==> config.mk <==
export PLATFORM = sky130hd
export DESIGN_NAME = rbf_queue
export DESIGN_NICKNAME = d
export VERILOG_FILES = /design/src/rtl/rbf_pkg.sv /design/src/rtl/rbf_queue.sv
export SDC_FILE = /design/constraint.sdc
export NUM_CORES = 1
export LEC_CHECK = 0
export ABC_AREA = 1
export BUFFER_PORTS_ARGS = -buffer_cell sky130_fd_sc_hd__buf_2
export CAP_MARGIN = 20
export CORE_UTILIZATION = 38
export CTS_CLUSTER_DIAMETER = 60
export DETAILED_ROUTE_END_ITERATION = 10
export SETUP_SLACK_MARGIN = 0.1
export SYNTH_ARGS = -nofsm -noshare
export SYNTH_HDL_FRONTEND = slang
export SYNTH_SLANG_ARGS = --single-unit
==> constraint.sdc <==
create_clock -name clock -period 8.8 [get_ports clock]
set_input_delay 0.88 -clock clock [delete_from_list [all_inputs] [get_ports clock]]
set_output_delay 0.88 -clock clock [all_outputs]
set_load 0.01 [all_outputs]
==> src/rtl/rbf_pkg.sv <==
// Shared types, codes and helpers of the row bitmap filter engine.
// Used by every module of the block; it depends on nothing.
`timescale 1ns / 1ps
`default_nettype none

package rbf_pkg;

   localparam int ROWS_DEF   = 4096;
   localparam int CHUNK_BITS = 64;
   localparam int MAX_CHUNKS = 64;
   // Row and word address widths that cover the largest supported bitmap.
   localparam int ROW_AW     = 17;
   localparam int WORD_AW    = ROW_AW - 6;
   localparam int QDEPTH     = 2;

   localparam logic [3:0] F_INIT   = 4'd0;
   localparam logic [3:0] F_SET    = 4'd1;
   localparam logic [3:0] F_FILL   = 4'd2;
   localparam logic [3:0] F_GET    = 4'd3;
   localparam logic [3:0] F_AND    = 4'd4;
   localparam logic [3:0] F_MERGE  = 4'd5;
   localparam logic [3:0] F_ISECT  = 4'd6;
   localparam logic [3:0] F_APPEND = 4'd7;
   localparam logic [3:0] F_NONE   = 4'd8;
   localparam logic [3:0] F_COUNT  = 4'd9;
   localparam logic [3:0] F_OPT    = 4'd10;

   localparam logic [1:0] ST_OK    = 2'd0;
   localparam logic [1:0] ST_RANGE = 2'd1;
   localparam logic [1:0] ST_CAP   = 2'd2;

   typedef enum logic [3:0] {
      OP_ERR, OP_INIT, OP_FILL, OP_GET, OP_AND, OP_MERGE, OP_ISECT,
      OP_APPEND, OP_NONE, OP_COUNT, OP_OPT
   } op_type;

   typedef struct packed {
      logic [3:0]  func;
      logic [12:0] position;
      logic [12:0] length;
      logic        bit_value;
      logic [63:0] data_word;
      logic        other_all_ones;
      logic        last_chunk;
   } req_type;

   typedef struct packed {
      logic [1:0]  status;
      logic        answer;
      logic [63:0] bits_out;
      logic [11:0] chunk_start;
      logic [12:0] ones_count;
      logic        final_result;
   } rsp_type;

   // One classified item as the back end carries it out.
   typedef struct packed {
      op_type              op;
      logic [1:0]          status;
      logic                bv;
      logic                other;
      logic                last;
      logic                toomany;
      logic [63:0]         data;
      logic [ROW_AW-1:0]   rstart;
      logic [ROW_AW-1:0]   rend;
      logic [11:0]         cstart;
      logic [6:0]          nchunk;
   } cmd_type;

   typedef struct packed {
      logic clearing;
      logic scanning;
   } back_sts_type;

   function automatic logic [63:0] lowmask(input logic [6:0] n);
      return (n >= 7'd64) ? '1 : ((64'd1 << n[5:0]) - 64'd1);
   endfunction

endpackage

`default_nettype wire

==> src/rtl/rbf_queue.sv <==
// Two-entry command queue between the front and back ends.
// Depends on rbf_pkg for the command type.
`timescale 1ns / 1ps
`default_nettype none

module rbf_queue import rbf_pkg::*; (
   input  wire logic    clock,
   input  wire logic    reset,
   input  wire logic    push,
   input  wire cmd_type push_cmd,
   input  wire logic    pop,
   output cmd_type      head,
   output logic         not_empty,
   output logic         full
);

   localparam int PW = $clog2(QDEPTH);

   cmd_type        slot_ff [QDEPTH];
   logic [PW-1:0]  wr_ff, wr_in, rd_ff, rd_in;
   logic [PW:0]    cnt_ff, cnt_in;

   assign head      = slot_ff[rd_ff];
   assign not_empty = cnt_ff != '0;
   assign full      = cnt_ff == (PW+1)'(QDEPTH);

   always_comb begin
      wr_in  = push ? wr_ff + PW'(1) : wr_ff;
      rd_in  = pop  ? rd_ff + PW'(1) : rd_ff;
      cnt_in = cnt_ff + (PW+1)'(push) - (PW+1)'(pop);
   end

   always_ff @(posedge clock) begin
      if (reset) begin
         wr_ff  <= '0;
         rd_ff  <= '0;
         cnt_ff <= '0;
      end else begin
         wr_ff  <= wr_in;
         rd_ff  <= rd_in;
         cnt_ff <= cnt_in;
      end
   end

   always_ff @(posedge clock) begin
      if (push) begin
         slot_ff[wr_ff] <= push_cmd;
      end
   end

endmodule

`default_nettype wire

# Word-level counts from Yosys, hierarchy flattened
# Memory sizes are Yosys's and may differ from the RTL's. A register that Yosys moved wholly into a read port is not among the register bits.
# Cells that the tools add are included.
[totals]
reg_bits = 4
ramBits = 254
inputBits = 131
out_inout_bits = 129
wordCells = 14
mem_count = 1
[memory_table]
columns = ["memory", "words", "width", "read_ports", "rd_clocked_by_memory_dff", "write_ports", "line", "source"]
rows = [
  ["slot_ff", 2, 127, 1, 1, 1, "rbf_queue.sv:19", "cmd_type slot_ff [QDEPTH];"],
]
[classes]
add_sub_neg = 4
eq_ne = 1
muxes = 4
reduce_logical = 1
[op_table]
columns = ["cell", "count"]
rows = [
  ["$mux 1", 4],
  ["$add 1x1->1 const B", 2],
  ["$add 2x1->2", 1],
  ["$eq 2x2->1 const B", 1],
  ["$reduce_bool 2->1", 1],
  ["$sub 2x1->2", 1],
]

# Depth between registers and ports, before layout
[logic_depth]
word_depth = 3
ltp_mapped = 9
depth_no_buf = 9

# Worst setup path before layout
# No wires, ideal clock.
[synth_path]
path_type = "input-to-reg"
from = "in push"
to = "mem slot_ff[0][0] (netlist bit) (enable)"
setup_ns = 0.618
t_arrival_ns = 6.232
t_required_ns = 8.182
slack_ns = 1.950
stages = 2
path_buffers = 0
path_cell_list = "inv_1 > nor2_1"
[synth_between]
elab_chain_len = 2
[synth_lines]
columns = ["item", "line", "source"]
rows = [
  ["start: declaration", "rbf_queue.sv:9", "input wire logic push,"],
  ["$mux 1", "rbf_queue.sv:46", "if (push) begin"],
  ["$mux 1 (implied by the code)", "rbf_queue.sv:47", "slot_ff[wr_ff] <= push_cmd;"],
  ["end: declaration", "rbf_queue.sv:19", ""],
]
# Every way passes these cells.

==> run_results.csv <==
group,metric,value,unit
outcome,outcome,"finished, final reports clean",
layout,final_non_filler_cells,1052,
global_routing,gr-usage-all-layers,14.1,%
layout,antenna-diode-count,0,
synthesis,synthDistinctLibCells,14,
synthesis,synth_simple_gate_area_share,0.580,%
drt,route.detailed.vias_per_inst,4.53,
sta,layout_min_cycle_time,3860,ps
layout,areaGrowthSynthToFinish,27.1,%
place,port_buffers,259,
clock_network,tritoncts,"built",
synthesis,post_synth_net_total,559,
drt,routed_wirelength,18.4,mm
clock_network,root_buffer,"sky130_fd_sc_hd__clkbuf_16",
floorplan,floorplan.die.width,160,um
worst_setup_path,cp_data_arrival_time,2980,ps
synthesis,synth.mux.area_fraction,16.2,%
pwr,p_leak,4.60,nW
pwr,vdd_drop_max,163,uV
layout,total_nets_final,839,
drt,iter_0_drt_violations,199,
pwr,switching_power,0.625,mW
clock_network,worst_skew_pair.late_latency,530,ps
drt,drtAntennaViolNets,0,
clock_network,postCtsSetupBuffers,0,
hold_path,min_path_type,"reg -> reg",
worst_setup_path,setup.worst_path.class,"reg -> out",
clock_network,cts_htree_levels,1,
pwr,cellPowerDensity,236,nW/um^2
clock_network,maximum_count_of_clock_buffers_along_a_single_path,3,
sta,layout_worst_path_cycle_share,43.9,%
pwr,combinationalPowerShare,9.7,%
sta,timing.final.setup_violations,0,
drt,drc,0,
pwr,fin_total_pwr,2.85,mW
global_routing,global_route_wire_length_before_repair,28.2,mm
synthesis,yosys.area_share.adder,0.264,%
place,dpl.cell_count,999,
sta,hold_viol_final,0,
synthesis,sequential_to_total_area_share_from_yosys_stat,81.4,%
clock_network,cts_inserted_buffers,28,
synthesis,synth_compound_area_share,0.0527,%
worst_setup_path,path_delay_family,"buffers and inverters",
worst_setup_path,critical_path_sink_type,"output pin",
worst_setup_path,number_of_cells_on_the_critical_path,3,
synthesis,synthXorXnorAreaFrac,0.0922,%
sta,maxSlewHeadroom,35.8,%
pwr,clockPowerShare,39.2,%
global_routing,gr-total-overflow,0,
floorplan,floorplan.die.height,160,um
clock_network,postcts_resize_cnt,0,
worst_setup_path,cp.required,7920,ps
layout,final_layout_size_suffix_gt1_share,60.3,%
clock_network,clock-sinks,259,
pwr,internal_power,2.23,mW
global_routing,grt_start_max_net_pins,77,
pwr,seqPwrFrac,51.1,%
floorplan,num_rows,57,
sta,rsz0062_at_grt,"no",
synthesis,ys_ff_latch,259,
sta,max_freq,259,MHz
job,number_of_violations_of_the_max_capacitance_limit,0,
global_routing,first_global_vias,5222,
worst_setup_path,slowest_delay,980,ps
sta,tightest_slew,963,ps
sta,fin_tns_setup,0,ps
hold_path,holdPathStages,2,
worst_setup_path,crit_path_cell_trace,"buf_4, mux2_2, buf_2",
pwr,p_sw_share,21.9,%
clock_network,post_cts_hold_buffer_count,0,
worst_setup_path,setup.worst_path.start_class,"flip-flop",
synthesis,synth_top_family_by_area,"multiplexers",
floorplan,num_io_pins,260,
worst_setup_path,reg2reg_depth,3,
drt,drt-wirelength-per-cell,17.5,um
place,gpl.final_weighted_congestion,0.779,
floorplan,floorplan.die_area,25600,sq um
worst_setup_path,critical_path.n_buffers_inverters,2,
drt,detailroute.via_count,4768,
synthesis,synth_area_per_cell,22.3,sq um
worst_setup_path,cpMaxStageDelayCell,"sky130_fd_sc_hd__dfxtp_4",
floorplan,core,24400,sq um
sta,slew_viol_final,0,
global_routing,antenna_violations_before_repair,2,
floorplan,initial_core_util,38.9,%
drt,detailed_routing_iterations_pass_1,4,
sta,clock_skew,8.42,ps
clock_network,cts_clk_pin_slew_worst_paths,60,ps
synthesis,synth_cells,426,
worst_setup_path,crit_fanout,64,
place,dp.final_hpwl,12.0,mm
synthesis,yosys_warnings,0,
synthesis,syn_area,9500,sq um
## layout by cell type (no fill, tap or decap), types with 3 or more instances in the layout
cell type,netlist,layout
sky130_fd_sc_hd__buf_2,9,259
sky130_fd_sc_hd__buf_4,0,4
sky130_fd_sc_hd__clkbuf_1,0,3
sky130_fd_sc_hd__clkbuf_16,0,29
sky130_fd_sc_hd__clkinv_1,0,4
sky130_fd_sc_hd__clkinv_2,0,9
sky130_fd_sc_hd__clkinv_4,0,3
sky130_fd_sc_hd__dfxtp_1,5,4
sky130_fd_sc_hd__edfxtp_1,254,254
sky130_fd_sc_hd__inv_1,8,7
sky130_fd_sc_hd__mux2_2,97,97
sky130_fd_sc_hd__mux2_4,30,30
sky130_fd_sc_hd__nand2_1,5,5
sky130_fd_sc_hd__nor2_1,7,6
## metal layers
metal	global-route usage, %	wire, um	vias up
met5	0	17	-
met4	3.94	308	2
met3	5.40	1660	29
met2	24.3	9130	181
met1	16.3	7300	2315
li1	-	-	2241
## final timing paths
path	slack, ps	from	end
min reg2reg	520	rd_ff	flip-flop
max reg2reg	6360	wr_ff	slot_ff[1][25]
max	4940	flip-flop	head[123]
min	520	rd_ff	flip-flop
## power by group through the flow
stage               logic, mW  registers (mW)  clock network [mW]
floorplan               0.171            1.47                   0
global placement        0.272            1.48                   0
detailed placement      0.279            1.49                   0
CTS                     0.280            1.46                1.16
global route            0.300            1.46                1.20
finish                  0.277            1.46                1.12
## tightest hold or removal path, cell delays in order, from the launching register on
cell                      delay [ps]
sky130_fd_sc_hd__dfxtp_1         330
sky130_fd_sc_hd__xnor2_1          90
sky130_fd_sc_hd__nor2_1           70
## kinds of logic after synthesis
logic type,Yosys count
buf+inv,22
xor+xnor,1
simple gates,14
mux,127
compound gates,1
fa+ha+maj,2
flops,259
## cells in the mapped netlist
cell type / count / area [sq um]
sky130_fd_sc_hd__dfxtp_1: 5 / 100
sky130_fd_sc_hd__mux2_2: 97 / 1090
sky130_fd_sc_hd__xnor2_1: 1 / 8.76
sky130_fd_sc_hd__nand2_1: 5 / 18.8
sky130_fd_sc_hd__mux2_4: 30 / 450
sky130_fd_sc_hd__edfxtp_1: 254 / 7630
sky130_fd_sc_hd__nor2_1: 7 / 26.3
sky130_fd_sc_hd__inv_1: 8 / 30.0
sky130_fd_sc_hd__buf_6: 5 / 56.3
sky130_fd_sc_hd__nand3_1: 1 / 5.00
sky130_fd_sc_hd__a21oi_1: 1 / 5.00
sky130_fd_sc_hd__nor3_1: 1 / 5.00
sky130_fd_sc_hd__ha_1: 2 / 25.0
sky130_fd_sc_hd__buf_2: 9 / 45.0
## sequential cells by signal, summed over array words and instances, names as in the netlist, named ones only
register / flops
cnt_ff: 2
wr_ff: 1
rd_ff: 1
slot_ff: 254
## final cells by class
cell class                 instances  area, sq um
sequential                       259         7730
fill                            2108        12300
inverter                           8         32.5
multi-input combinational        145         1640
clock inverter                    20          165
timing repair buffer             264         1350
tap                              324          405
clock buffer                      32          737
## per-stage QoR
stage / util [%] / hold WS, ps / setup slack (ps) / area, sq um
2_1_floorplan: - / 480 / 1950 / 9500
3_3_place_gp: 45.7 / 494 / 5480 / 11100
3_5_place_dp: 45.7 / 502 / 5410 / 11100
4_1_cts: 49.4 / 508 / 4830 / 12000
5_1_grt: 49.5 / 501 / 4720 / 12100
6_report: 49.5 / 520 / 4940 / 12100
Note: power is estimated with default switching activity, not from simulation.
